**src/rtl/gmf_pkg.sv**
```systemverilog
// Shared types and constants for the group membership fanout block.
package gmf_pkg;

    localparam int UID_W      = 31;
    localparam int GID_W      = 10;
    localparam int GID_SPAN   = 1 << GID_W;
    localparam int QDEPTH     = 4;
    localparam int USERS_DEF  = 64;
    localparam int GROUPS_DEF = 1024;

    typedef enum logic [1:0] {
        OP_JOIN,
        OP_POST,
        OP_JOIN_BAD,
        OP_POST_BAD
    } op_t;

    typedef enum logic [2:0] {
        STS_JOINED     = 3'd0,
        STS_INVALID    = 3'd1,
        STS_FULL       = 3'd2,
        STS_NOT_MEMBER = 3'd3,
        STS_DELIVERY   = 3'd4
    } status_t;

    typedef enum logic [3:0] {
        BS_CLEAR,
        BS_IDLE,
        BS_SCAN,
        BS_SCAN_END,
        BS_DECIDE,
        BS_ROW_WR,
        BS_EMIT,
        BS_FAN_PICK,
        BS_FAN_OUT
    } bstate_t;

    typedef struct packed {
        op_t              op;
        logic [UID_W-1:0] uid;
    } cls_t;

endpackage

```
**src/rtl/gmf_queue.sv**
```systemverilog
// Short request queue between the input stage and the table engine.
module gmf_queue #(
    parameter int W = 8
) (
    input  logic         clk,
    input  logic         rst_n,
    input  logic         push,
    input  logic [W-1:0] push_data,
    output logic         full,
    input  logic         pop,
    output logic [W-1:0] pop_data,
    output logic         empty
);
    import gmf_pkg::*;

    localparam int AW = $clog2(QDEPTH);
    localparam int CW = $clog2(QDEPTH + 1);

    logic [W-1:0]  mem_reg [QDEPTH];
    logic [AW-1:0] wr_ptr_reg, wr_ptr_next;
    logic [AW-1:0] rd_ptr_reg, rd_ptr_next;
    logic [CW-1:0] cnt_reg, cnt_next;

    assign full     = (cnt_reg == CW'(QDEPTH));
    assign empty    = (cnt_reg == '0);
    assign pop_data = mem_reg[rd_ptr_reg];

    always_comb
    begin
        wr_ptr_next = push ? AW'(wr_ptr_reg + 1'b1) : wr_ptr_reg;
        rd_ptr_next = pop ? AW'(rd_ptr_reg + 1'b1) : rd_ptr_reg;
        cnt_next    = cnt_reg;
        if (push && !pop)
        begin
            cnt_next = CW'(cnt_reg + 1'b1);
        end
        else if (pop && !push)
        begin
            cnt_next = CW'(cnt_reg - 1'b1);
        end
    end

    always_ff @(posedge clk or negedge rst_n)
    begin
        if (!rst_n)
        begin
            wr_ptr_reg <= '0;
            rd_ptr_reg <= '0;
            cnt_reg    <= '0;
        end
        else
        begin
            wr_ptr_reg <= wr_ptr_next;
            rd_ptr_reg <= rd_ptr_next;
            cnt_reg    <= cnt_next;
        end
    end

    always_ff @(posedge clk)
    begin
        if (push)
        begin
            mem_reg[wr_ptr_reg] <= push_data;
        end
    end

`ifndef ASSERT_OFF
    a_no_overflow: assert property (@(posedge clk) disable iff (!rst_n) push |-> !full)
        else $error("Queue written while full.");
    a_no_underflow: assert property (@(posedge clk) disable iff (!rst_n) pop |-> !empty)
        else $error("Queue read while empty.");
    a_cnt_bound: assert property (@(posedge clk) disable iff (!rst_n) cnt_reg <= CW'(QDEPTH))
        else $error("Queue count beyond depth.");
`endif

endmodule

```
**config.mk**
```make
export PLATFORM = sky130hd
export DESIGN_NAME = gmf_queue
export DESIGN_NICKNAME = d
export VERILOG_FILES = /design/src/rtl/gmf_pkg.sv /design/src/rtl/gmf_queue.sv
export SDC_FILE = /design/constraint.sdc
export NUM_CORES = 1
export LEC_CHECK = 0
export BUFFER_PORTS_ARGS = -buffer_cell sky130_fd_sc_hd__buf_2
export CORE_UTILIZATION = 55
export CTS_CLUSTER_SIZE = 16
export DETAILED_ROUTE_END_ITERATION = 16
export PLACE_DENSITY_LB_ADDON = 0.3
export SLEW_MARGIN = 20
export SYNTH_ARGS = -nofsm -noshare
export SYNTH_HDL_FRONTEND = slang
export SYNTH_SLANG_ARGS = --single-unit
```
**constraint.sdc**
```tcl
create_clock -name clk -period 1.4 [get_ports clk]
set_input_delay 0.14 -clock clk [delete_from_list [all_inputs] [get_ports clk]]
set_output_delay 0.14 -clock clk [all_outputs]
set_load 0.005 [all_outputs]
```
==> results by group <==
Outcome
  – Status: finished, violations left
  – Failing checks: negative setup slack

Layout
  – Fin nets: around 140
  – Ratio of cells with drive above 1 in the final layout: 41.0%
  – Max FFs per register: 32
  – Layout overhead on the synthesized area: 28.1%
  – N_diodes: 0

Setup path
  – Highest fanout seen on the critical path: 9
  – Crit path buf inv count: 2
  – Crit path max-delay family: multiplexers
  – Critical-path cell list: buf_12 > mux4_2 > buf_2
  – Slowest stage delay, CP: ~0.5 ns
  – Crit path required time: approximately 1.3 ns
  – Setup crit end kind: primary output
  – Critical path launch point type: register
  – Crit Path Class: register to primary output
  – Worst EP arrival: 1.55 ns
  – Slowest CP cell: mux4_2

STA
  – Max-slew headroom: a little under three quarters
  – F_max: 592 MHz
  – Layout Skew: approximately 0.0043 ns
  – Min setup slack post-route: -0.289 ns
  – Worst Tran Pin Value: roughly 0.43 ns
  – Fin crit share: 121%
  – Final Max Tran Viols: 0
  – Min Tclk post-route: 1.69 ns
  – Hold Worst Slack: 0.0746 ns
  – TNS Setup: -2.21 ns
  – Final hold vios: 0
  – Final setup viols: 8
  – RSZ-0062 raised after global routing: true

Logic synthesis
  – Post-synth top flop: edfxtp_1
  – Synth top area cells: edfxtp_1 (62%), mux4_2 (12%), dfrtp_1 (11%)
  – Simple-Gate Fraction of Synth Area: under 10%
  – Syn_area_per_cell: 20.4 sq um
  – Synthesized cell area: between 1500 and 2000 sq um
  – Largest area contributor in the netlist: edfxtp_1
  – Async set-reset flop share out of synthesis: 17.9%
  – Post-Synthesis Cells: 76
  – Post-synthesis compound-gate area fraction: 0.323%
  – Share of the synthesized area in the top cell type: ~62%
  – Unique masters post-synth: 17
  – Top post-synthesis cells by count: edfxtp_1 (32), mux4_2 (8), dfrtp_1 (7)
  – Synth Warn #: 0
  – FF+latch count, synth: 39
  – Largest family of logic cells by synthesized area: multiplexers
  – Most numerous cell in the Yosys netlist: edfxtp_1
  – Xor and xnor area share after synthesis: 3.40%
  – Syn nets: 94
  – Synth Area in Adders: 5.34%
  – Sequential area share after synthesis: roughly 73%
  – Portion of netlist area occupied by mux cells: 12.4%
  – Post-synth EDFFs: 32

GRT
  – Pin count of the biggest net entering global routing: 13
  – GRT Residual Overflow: 0
  – Vias in the first global route: 775
  – Total GRT Usage: 20.4%
  – Global-route wire length before repair: ~3800 um
  – Initial antenna violation count: 0

Clock tree
  – Worst skew pair latency: 0.35 ns
  – CTS Buf Count: 5
  – CTS tree: yes
  – CTS sink cnt: 39
  – Worst-path clk slew: about 0.11 ns
  – Root Driver: clkbuf_4
  – CTS HTree Levels: 2
  – Clk buf depth: 2

Placed design
  – RD Place Congestion: approximately 0.64
  – Port bufs: 21
  – Detailed placer's ending HPWL: 1600 um

Routing
  – Initial DRC Count: 19
  – Avg WL per Cell: approximately 17 um
  – Post-Route WL: roughly 2500 um
  – Initial DRT Pass Iterations: 4
  – Drt via density: 5.25
  – DRT antenna net count: 0
  – DRC errors left: 0
  – Total number of vias: approximately 800

Pwr
  – VDD IR max: around 1500 uV
  – Cell area power density: 1830 nW/um^2
  – Pwr Total: roughly 3.6 mW
  – Static leakage: about 0.76 nW

Die
  – Core area: 2570 sq um
  – FP Rows: 18
  – Die X-Extent: between 50 and 60 um
  – Die Y: between 50 and 60 um
  – Starting Density: around 60%
  – # IOs: 22
  – Die ar.: a little over 3000 sq um

Worst hold path
  – Hold Path Class: input pin to register

Flow run
  – Max-cap viol count: 0
stage by stage:
step	cell area [sq um]	std cells	setup slack (ns)	util (%)
after global routing	1980	152	-0.353	77.2
after detailed placement	1800	133	-0.0282	70.0
after CTS	1950	151	-0.305	76.0
final	1980	152	-0.289	77.2
after global placement	1800	133	0.0498	70.0
after floorplan	1550	76	0.0837	-
area by class of cell:
type                            count  area (sq um)
Clock buffer                        5          37.5
Clock inverter                      3          15.0
Fill cell                         155           586
Inverter                            4          15.0
Multi-Input combinational cell     31           393
Sequential cell                    39          1140
Tap cell                           30          37.5
Timing Repair Buffer               40           347
cell usage in the layout (no fill, tap or decap):
cell type      count
and2_1             4
buf_12             5
buf_2             20
buf_4              3
buf_6              3
clkbuf_4           5
clkinv_1           2
clkinvlp_4         1
dfrtp_1            6
dfrtp_2            1
dlygate4sd3_1      9
edfxtp_1          32
fa_2               1
ha_1               5
inv_1              4
mux2_2             1
mux4_2             8
nand2_1            2
nor2_1             1
nor3_2             1
nor3b_2            1
o21ai_0            1
xnor2_1            2
xor2_1             4
tightest hold or removal path: cells and delay by family:
| family | cells | cell delay [ns] |
|---|---|---|
| buffers and inverters | 2 | 0.19 |
| xor gates and xnor gates | 1 | 0.06 |
where the power goes:
group | switching, mW | internal, mW
clock network | 0.368 | 0.184
registers | 0.196 | 1.56
logic | 0.520 | 0.811
cells by family after synthesis:
| kind of cell | Yosys count |
|---|---|
| AOI/OAI and AO/OA | 1 |
| xor gates and xnor gates | 6 |
| adders and majority gates | 6 |
| buffers and inverters | 6 |
| DFF | 39 |
| muxes | 9 |
| and+or+nand+nor | 9 |
final timing paths:
kind | slack [ns] | cells after the start | from | end
worst max register to register | 0.05 | 4 | cnt_reg[1] | cnt_reg[2]
worst min register to register | 0.52 | 1 | cnt_reg[2] | cnt_reg[2]
worst max-delay path | -0.29 | 3 | rd_ptr_reg[0] | pop_data[4]
min in group asynchronous | 0.14 | 2 | rst_n | cnt_reg[2]
max in group asynchronous | 1.09 | 2 | rst_n | cnt_reg[1]
worst min-delay path | 0.07 | 3 | pop | rd_ptr_reg[0]
routing by layer:
layer / share of wire [%] / vias to the layer above / GRT usage [%]
li1: - / 377 / -
met1: 42 / 390 / 24.7
met2: 50 / 25 / 32.1
met3: 5.4 / 6 / 7.92
met4: 2.1 / 0 / 10.0
met5: 0 / - / 0
what timing repair did:
item,4_1_cts,5_1_grt
endpoints found under the setup margin,9,11
hold endpoints to repair,39,0
hold buffers,9,0
setup buffers,1,1
resized for setup,1,6
cloned,0,0
pin swaps,0,1
Note: power is estimated with default switching activity, not from simulation.
