===== src/rtl/gmf_pkg.sv =====
// Shared types and constants for the group membership fanout block.
package gmf_pkg;

    localparam int UID_W      = 31;
    localparam int GID_W      = 10;
    localparam int GID_SPAN   = 1 << GID_W;
    localparam int QDEPTH     = 4;
    localparam int USERS_DEF  = 64;
    localparam int GROUPS_DEF = 1024;

    typedef enum logic [1:0] {
        OP_JOIN,
        OP_POST,
        OP_JOIN_BAD,
        OP_POST_BAD
    } op_t;

    typedef enum logic [2:0] {
        STS_JOINED     = 3'd0,
        STS_INVALID    = 3'd1,
        STS_FULL       = 3'd2,
        STS_NOT_MEMBER = 3'd3,
        STS_DELIVERY   = 3'd4
    } status_t;

    typedef enum logic [3:0] {
        BS_CLEAR,
        BS_IDLE,
        BS_SCAN,
        BS_SCAN_END,
        BS_DECIDE,
        BS_ROW_WR,
        BS_EMIT,
        BS_FAN_PICK,
        BS_FAN_OUT
    } bstate_t;

    typedef struct packed {
        op_t              op;
        logic [UID_W-1:0] uid;
    } cls_t;

endpackage


===== src/rtl/gmf_front.sv =====
// Input stage: accepts items, reduces the group number and classifies the request.
module gmf_front #(
    parameter int GROUPS = gmf_pkg::GROUPS_DEF,
    localparam int GW    = (GROUPS > 1) ? $clog2(GROUPS) : 1
) (
    input  logic                     clk,
    input  logic                     rst_n,
    input  logic                     in_valid,
    output logic                     in_stall,
    input  logic                     kind,
    input  logic [gmf_pkg::GID_W-1:0] group_num,
    input  logic [gmf_pkg::UID_W-1:0] user_id,
    input  logic                     clr_busy,
    input  logic                     q_full,
    output logic                     push,
    output logic [GW-1:0]            push_grp,
    output gmf_pkg::cls_t            push_cls
);
    import gmf_pkg::*;

    localparam int FRAC_W = 20;

    logic             a_vld_reg, a_vld_next;
    logic             b_vld_reg, b_vld_next;
    logic             a_kind_reg, b_kind_reg;
    logic [GID_W-1:0] a_gid_reg, b_gid_reg;
    logic [UID_W-1:0] a_uid_reg, b_uid_reg;
    logic             accept;
    logic             a_adv;
    logic             b_adv;

    assign push     = b_vld_reg && !q_full;
    assign b_adv    = !b_vld_reg || push;
    assign a_adv    = a_vld_reg && b_adv;
    assign in_stall = clr_busy || (a_vld_reg && !b_adv);
    assign accept   = in_valid && !in_stall;

    always_comb
    begin
        a_vld_next = a_vld_reg;
        if (accept)
        begin
            a_vld_next = 1'b1;
        end
        else if (a_adv)
        begin
            a_vld_next = 1'b0;
        end
        b_vld_next = b_vld_reg;
        if (a_adv)
        begin
            b_vld_next = 1'b1;
        end
        else if (push)
        begin
            b_vld_next = 1'b0;
        end
    end

    always_ff @(posedge clk or negedge rst_n)
    begin
        if (!rst_n)
        begin
            a_vld_reg <= 1'b0;
            b_vld_reg <= 1'b0;
        end
        else
        begin
            a_vld_reg <= a_vld_next;
            b_vld_reg <= b_vld_next;
        end
    end

    always_ff @(posedge clk)
    begin
        if (accept)
        begin
            a_kind_reg <= kind;
            a_gid_reg  <= group_num;
            a_uid_reg  <= user_id;
        end
        if (a_adv)
        begin
            b_kind_reg <= a_kind_reg;
            b_gid_reg  <= a_gid_reg;
            b_uid_reg  <= a_uid_reg;
        end
    end

    generate
        if (GROUPS < GID_SPAN)
        begin : g_mod
            localparam int RECIP = ((1 << FRAC_W) + GROUPS - 1) / GROUPS;
            logic [30:0]      prod;
            logic [GID_W-1:0] q_reg;
            logic [19:0]      qg;
            logic [19:0]      diff;

            // The reciprocal estimate is exact for a ten-bit group number.
            assign prod = 31'(a_gid_reg) * 31'(RECIP);
            always_ff @(posedge clk)
            begin
                if (a_adv)
                begin
                    q_reg <= prod[FRAC_W+GID_W-1:FRAC_W];
                end
            end
            assign qg       = 20'(q_reg) * 20'(GROUPS);
            assign diff     = 20'(b_gid_reg) - qg;
            assign push_grp = diff[GW-1:0];
        end
        else
        begin : g_pass
            assign push_grp = GW'(b_gid_reg);
        end
    endgenerate

    always_comb
    begin
        push_cls.uid = b_uid_reg;
        if (b_kind_reg)
        begin
            push_cls.op = (b_uid_reg == '0) ? OP_POST_BAD : OP_POST;
        end
        else
        begin
            push_cls.op = (b_uid_reg == '0) ? OP_JOIN_BAD : OP_JOIN;
        end
    end

endmodule


===== config.mk =====
export PLATFORM = sky130hd
export DESIGN_NAME = gmf_front
export DESIGN_NICKNAME = d
export VERILOG_FILES = /design/src/rtl/gmf_pkg.sv /design/src/rtl/gmf_front.sv
export SDC_FILE = /design/constraint.sdc
export NUM_CORES = 1
export LEC_CHECK = 0
export ABC_AREA = 0
export BUFFER_PORTS_ARGS = -buffer_cell sky130_fd_sc_hd__buf_2
export CORE_ASPECT_RATIO = 1.1
export CORE_MARGIN = 1
export CORE_UTILIZATION = 40
export CTS_BUF_LIST = sky130_fd_sc_hd__clkbuf_8
export CTS_CLUSTER_DIAMETER = 100
export DETAILED_ROUTE_END_ITERATION = 8
export PLACE_DENSITY = 0.76
export REMOVE_ABC_BUFFERS = 1
export SYNTH_ARGS = -nofsm -noshare
export SYNTH_HDL_FRONTEND = slang
export SYNTH_SLANG_ARGS = --single-unit

===== constraint.sdc =====
create_clock -name clk -period 4 [get_ports clk]
set_input_delay 0.2 -clock clk [delete_from_list [all_inputs] [get_ports clk]]
set_output_delay 0.2 -clock clk [all_outputs]
set_load 0.02 [all_outputs]

==> summary.txt, run 1 <==
status: finished, final reports clean
fin crit share: 44.9%
antenna violations before repair: 0
Worst path top cell family by delay: simple AND/OR/NAND/NOR gates
largest fanout on the critical path: 2
RSZ-0062 raised after global routing: no
Worst EP arrival: 1.59 ns
# port buffers: 91
met1 Resource Use GR: 13.2%
share of layout cells above drive strength 1: 47.6%
wire per inst: 14.5 um
total grt overflow: 0
n_diodes: 0
Post-DRT Antenna Nets: 0
Max Cap Violations: 0
CTS clk-pin slew, worst paths: 0.08 ns
num rows: 31
nets@finish: 270
DRC Markers: 0
Area Growth Syn to Fin: 33.7%
crit-path max cell delay: 0.44 ns
met2 Use GR: 23.8%
Ys Warns: 0
Slew @ Worst Pin: 0.547 ns
I/O pins: 92
Synth Instances: 105
critical path's slowest cell: nor4_1
Core Box Area: 6560 um2
total CTS buffers: 9
final std cells w/o fill: 309
Setup CP Type: flip-flop to output port
reg2reg start: b_vld_reg$_DFFE_PN0P_
Root Buffer: clkbuf_8
drt via density: 4.45
worst min-delay path startpoint: group_num[7]
unique cell type count in the Yosys netlist: 14
Rel. slew slack: 63.5%
Worst EP required: 3.80 ns
minimum clock period: 1.79 ns
CTS H-Tree Depth: 3
VDD IR max: 0.287 mV
total leakage power: 1.37 nW
Routability Congestion: 0.695
Setup-failing EPs final: 0
via total after detailed routing: 1374
final slew viol count: 0
Avg Cell Area, Syn: 25.7 um2
number of synthesized flops with an enable pin: 84
CTS tree: built
drt pass-1 iters: 4
CP Launch Type: flip-flop
GR Util met3: 7.08%
die area: 7080 um2
setup TNS: 0 ns
Min-Delay Path Class: primary input to flip-flop
post-synthesis sequential area ratio: 95.4%
synthesized cell area: 2700 um2
placed insts: 278
kind of end point of the critical path: output port
chip width: 80.3 um
vias in the first global route: 1233
iteration-0 DRC count of the detailed router: 97
WL final: 4480 um
Die Ht: 88.1 um
Async SR Flop Fraction: 2.33%
Buf+Inv Stages, Crit Path: 1
ys flop type: edfxtp_1
cell area power density: 484 nW/um2
Clock Tree Buf Depth: 2
# clock sinks: 86
gr usage total: 13.5%
global route hottest layer: met2
Critical Path Start: b_uid_reg[18]$_DFFE_PP_
global-route wire length before repair: 6310 um
CTS resizes: 0
initial core utilization: 41.2%
endpoints failing hold: 0
largest net degree at the start of global routing: 44
Critical Path, Cell by Cell: nor4_1 -> nand4_1 -> nor2_1 -> buf_2
fmax: 0.557 GHz
synthesized flop and latch total: 86
clk_skew: 0.00821 ns
# Post-CTS Setup Buffers: 0
clock latency on the worst-skew pair: 0.35 ns
==> routing by layer <==
| metal | vias up | part of all wire (%) |
|---|---|---|
| met1 | 637 | 36 |
| li1 | 664 | - |
| met5 | - | 0 |
| met2 | 61 | 54 |
| met4 | 0 | 2.7 |
| met3 | 12 | 6.5 |
==> cells by family after synthesis <==
kind of cell | after synthesis | synth area share (%)
flip-flops | 86 | 95.4
AND/OR/NAND/NOR | 13 | 3.06
AO/OA/AOI/OAI | 4 | 1.16
buffers and inverters | 2 | 0.417
==> where the power goes <==
part	switching [W]	leakage, nW	internal [W]
Sequential	0.0000183	0.810	0.00105
Combinational	0.0000772	0.468	0.0000496
Clock	0.000276	0.0914	0.000278
Total	0.000372	1.37	0.00137
==> repair_timing <==
| action | 4_1_cts | 5_1_grt |
|---|---|---|
| hold buffers | 1 | 15 |
| setup endpoints to repair | 0 | 0 |
| hold endpoints to repair | 2 | 15 |
==> final cells by class <==
cell class | instances | area [um2]
clock buffers | 9 | 124
inverters | 1 | 3.75
repair buffers | 108 | 623
flip-flops and latches | 86 | 2570
clock inverters | 6 | 56.3
fillers | 517 | 2950
well taps | 82 | 103
multi-input cells | 17 | 125
==> metrics by stage <==
stage / cell area, um2 / hold WS (ns) / worst slack [ns] / power (W) / util (%)
final: 3610 / 0.0223 / 2.21 / 0.00175 / 55.0
after global routing: 3610 / 0.000351 / 2.02 / 0.00181 / 55.0
after CTS: 3460 / 0.00199 / 2.20 / 0.00175 / 52.7
after detailed placement: 3270 / -0.0116 / 2.41 / 0.00120 / 49.8
after global placement: 3270 / -0.0158 / 2.45 / 0.00120 / 49.8
after floorplan: 2690 / -0.0956 / 0.0294 / 0.00114 / -
==> cells in the mapped netlist (all sizes together) (2+ instances only) <==
master,number,area share (%)
edfxtp,84,94
nor4,7,1.6
dfrtp,2,1.9
nand4,2,0.46
==> cells in the final DEF (no fill, tap or decap), drive strengths merged <==
| cell type | count |
|---|---|
| bufinv | 1 |
| dfrtp | 2 |
| nand4 | 2 |
| a31oi | 1 |
| nor2 | 1 |
| clkinv | 1 |
| a21boi | 1 |
| and2 | 1 |
| and2b | 1 |
| nor4 | 7 |
| a31o | 1 |
| a21o | 1 |
| inv | 3 |
| dlygate4sd3 | 16 |
| clkbuf | 9 |
| edfxtp | 84 |
| nor3 | 1 |
| clkinvlp | 2 |
| buf | 92 |
==> path summary, 6_finish.rpt <==
check | slack [ns] | cells past startpoint | endpoint
worst min-delay path | 0.02 | 1 | a_gid_reg[7]$_DFFE_PP_
worst max-delay path | 2.21 | 4 | push_cls[32]
min in group asynchronous | 0.16 | 2 | b_vld_reg$_DFFE_PN0P_
worst max register to register | 2.40 | 2 | a_uid_reg[10]$_DFFE_PP_
worst min register to register | 0.42 | 0 | push_grp[6]$_DFFE_PP_
max in group asynchronous | 3.74 | 2 | a_vld_reg$_DFFE_PN0P_
Note: power is estimated with default switching activity, not from simulation.
==> run 2: changes to the inputs <==
--- a/config.mk
+++ b/config.mk
@@ -13,7 +13,7 @@
 export CTS_BUF_LIST = sky130_fd_sc_hd__clkbuf_8
 export CTS_CLUSTER_DIAMETER = 100
 export DETAILED_ROUTE_END_ITERATION = 8
-export PLACE_DENSITY = 0.76
+export PLACE_DENSITY = 0.73
 export REMOVE_ABC_BUFFERS = 1
 export SYNTH_ARGS = -nofsm -noshare
 export SYNTH_HDL_FRONTEND = slang
==> constraint.sdc (replaced) <==
create_clock -name clk -period 1.8 [get_ports clk]
set_input_delay 0.09 -clock clk [delete_from_list [all_inputs] [get_ports clk]]
set_output_delay 0.09 -clock clk [all_outputs]
set_load 0.02 [all_outputs]
==> summary.txt, run 2 (synthesis results as in run 1) <==
vias in the first global route: 1554 (+26%)
Slew @ Worst Pin: 0.275 ns (-0.273 ns)
total power: 0.00379 W (+120%)
antenna violations before repair: 0 (unchanged)
CP Launch Type: flip-flop
Routability Congestion: 0.728 (+4.6%)
Post-DRT Antenna Nets: 0 (unchanged)
Core Box Area: 6560 um2 (unchanged)
gr usage total: 14.5% (+0.94 points)
Max Cap Violations: 0 (unchanged)
initial core utilization: 41.2% (unchanged)
Setup-failing EPs final: 0 (unchanged)
final hold slack: 0.0668 ns (+0.0445 ns)
Area Growth Syn to Fin: 44.3%
Worst EP required: 1.71 ns (-2.09 ns)
post-route core utilization: 59.4% (+4.4 points)
Place WS: 0.404 ns (-2.01 ns)
DRC Markers: 0 (unchanged)
R2R Setup Slk: 0.39 ns (-2.01 ns)
CTS clk-pin slew, worst paths: 0.08 ns (about the same)
endpoints failing hold: 0 (unchanged)
fin crit share: 88.8%
Worst Reg2Reg Path Length in Cells: 3 (+1)
I/O pins: 92 (unchanged)
drt pass-1 iters: 4 (unchanged)
chip width: 80.3 um (unchanged)
Clock Tree Buf Depth: 2 (unchanged)
CTS H-Tree Depth: 3 (unchanged)
VDD IR max: 0.655 mV (+130%)
total grt overflow: 0 (unchanged)
num rows: 31 (unchanged)
Critical Path Start: b_uid_reg[18]$_DFFE_PP_
WL final: 4660 um (+4.2%)
Reg2Reg Capture Point: a_uid_reg[17]$_DFFE_PP_
clock latency on the worst-skew pair: 0.34 ns (about the same)
# port buffers: 91 (unchanged)
drt via density: 4.40 (-1.1%)
nets@finish: 298 (+10%)
Min-Delay Path Class: primary input to asynchronous set/reset pin
reg2reg start: b_vld_reg$_DFFE_PN0P_
clk_skew: 0.00985 ns (+0.00163 ns)
RSZ-0062 raised after global routing: no
wire per inst: 13.8 um (-4.7%)
share of layout cells above drive strength 1: 42.6% (-5.0 points)
CTS tree: built
cell area power density: 973 nW/um2 (+100%)
Root Buffer: clkbuf_8
most common cell after layout, fill and taps aside: buf_2
Setup CP Type: flip-flop to output port
total CTS buffers: 9 (unchanged)
iteration-0 DRC count of the detailed router: 97 (unchanged)
final slew viol count: 0 (unchanged)
Rel. slew slack: 81.5% (+18 points)
filler instances: 484 (-6.4%)
largest net degree at the start of global routing: 44 (unchanged)
total leakage power: 1.48 nW (+8.4%)
# clock sinks: 86 (unchanged)
Worst EP arrival: 1.51 ns (-0.08 ns)
global-route wire length before repair: 7090 um (+12%)
fmax: 0.626 GHz
Die Ht: 88.1 um (unchanged)
worst setup margin: 0.202 ns (-2.00 ns)
n_diodes: 0 (unchanged)
status: finished, final reports clean
die area: 7080 um2 (unchanged)
kind of end point of the critical path: output port
via total after detailed routing: 1486 (+8.2%)
minimum clock period: 1.60 ns
Worst setup endpoint: push_cls[32]
most frequent cells in the layout: buf_2 (91), edfxtp_1 (84), dlygate4sd3_1 (43)
largest fanout on the critical path: 2 (unchanged)
run 2: changes by cell type in the layout (fill, tap and decap cells not counted), sizes merged:
cell         before  now
dlygate4sd3      16   43
clkinv            1    3
buf              92   93
bufinv            1    0
run 2: worst min-delay path by stage:
stage	startpoint	end	slack, ns	depth (start not counted)
floorplan	rst_n	a_vld_reg$_DFFE_PN0P_	-0.21	0
global route	q_full	b_vld_reg$_DFFE_PN0P_	0.07	2
detailed placement	rst_n	b_vld_reg$_DFFE_PN0P_	-0.12	1
CTS	rst_n	a_vld_reg$_DFFE_PN0P_	0.04	2
finish	rst_n	a_vld_reg$_DFFE_PN0P_	0.07	2
global placement	rst_n	b_vld_reg$_DFFE_PN0P_	-0.12	1
run 2: metrics by stage:
step                instances  instance area (um2)  TNS, ns
floorplan                 104                 2690   -91.17
global placement          279                 3300        0
detailed placement        279                 3300        0
CTS                       338                 3890        0
global route              338                 3890        0
finish                    338                 3890        0
run 2: power by group:
part           internal (W)  switching (W)
registers           0.00233      0.0000411
logic              0.000159       0.000180
clock network      0.000477       0.000604
run 2: per-layer routing:
metal,part of all wire [%],global-route usage [%],up-vias
met3,5.3,3.75,19
li1,-,-,724
met1,38,15.1,678
met2,52,24.3,65
met5,0,0,-
met4,4.8,12.3,0
run 2: worst max-delay path, cell delays in order, from the launching register on:
cell and delay [ns]:
edfxtp_1 0.41, nor4_2 0.34, nand4_1 0.15, nor2_1 0.10, buf_2 0.16
run 2: area by class of cell:
cell class	count	area, um2	share of cell area, %
Clock inverter	7	33.8	0.868
Tap cell	82	103	2.63
Sequential cell	86	2570	66.1
Multi-Input combinational cell	17	131	3.37
Inverter	1	3.75	0.0964
Timing Repair Buffer	136	926	23.8
Clock buffer	9	124	3.18
run 2: timing repair:
item / CTS / global route
hold buffers: 43 / 0
hold endpoints to repair: 44 / 0
endpoints found under the setup margin: 0 / 1
resized for setup: 0 / 1
setup buffers: 0 / 0
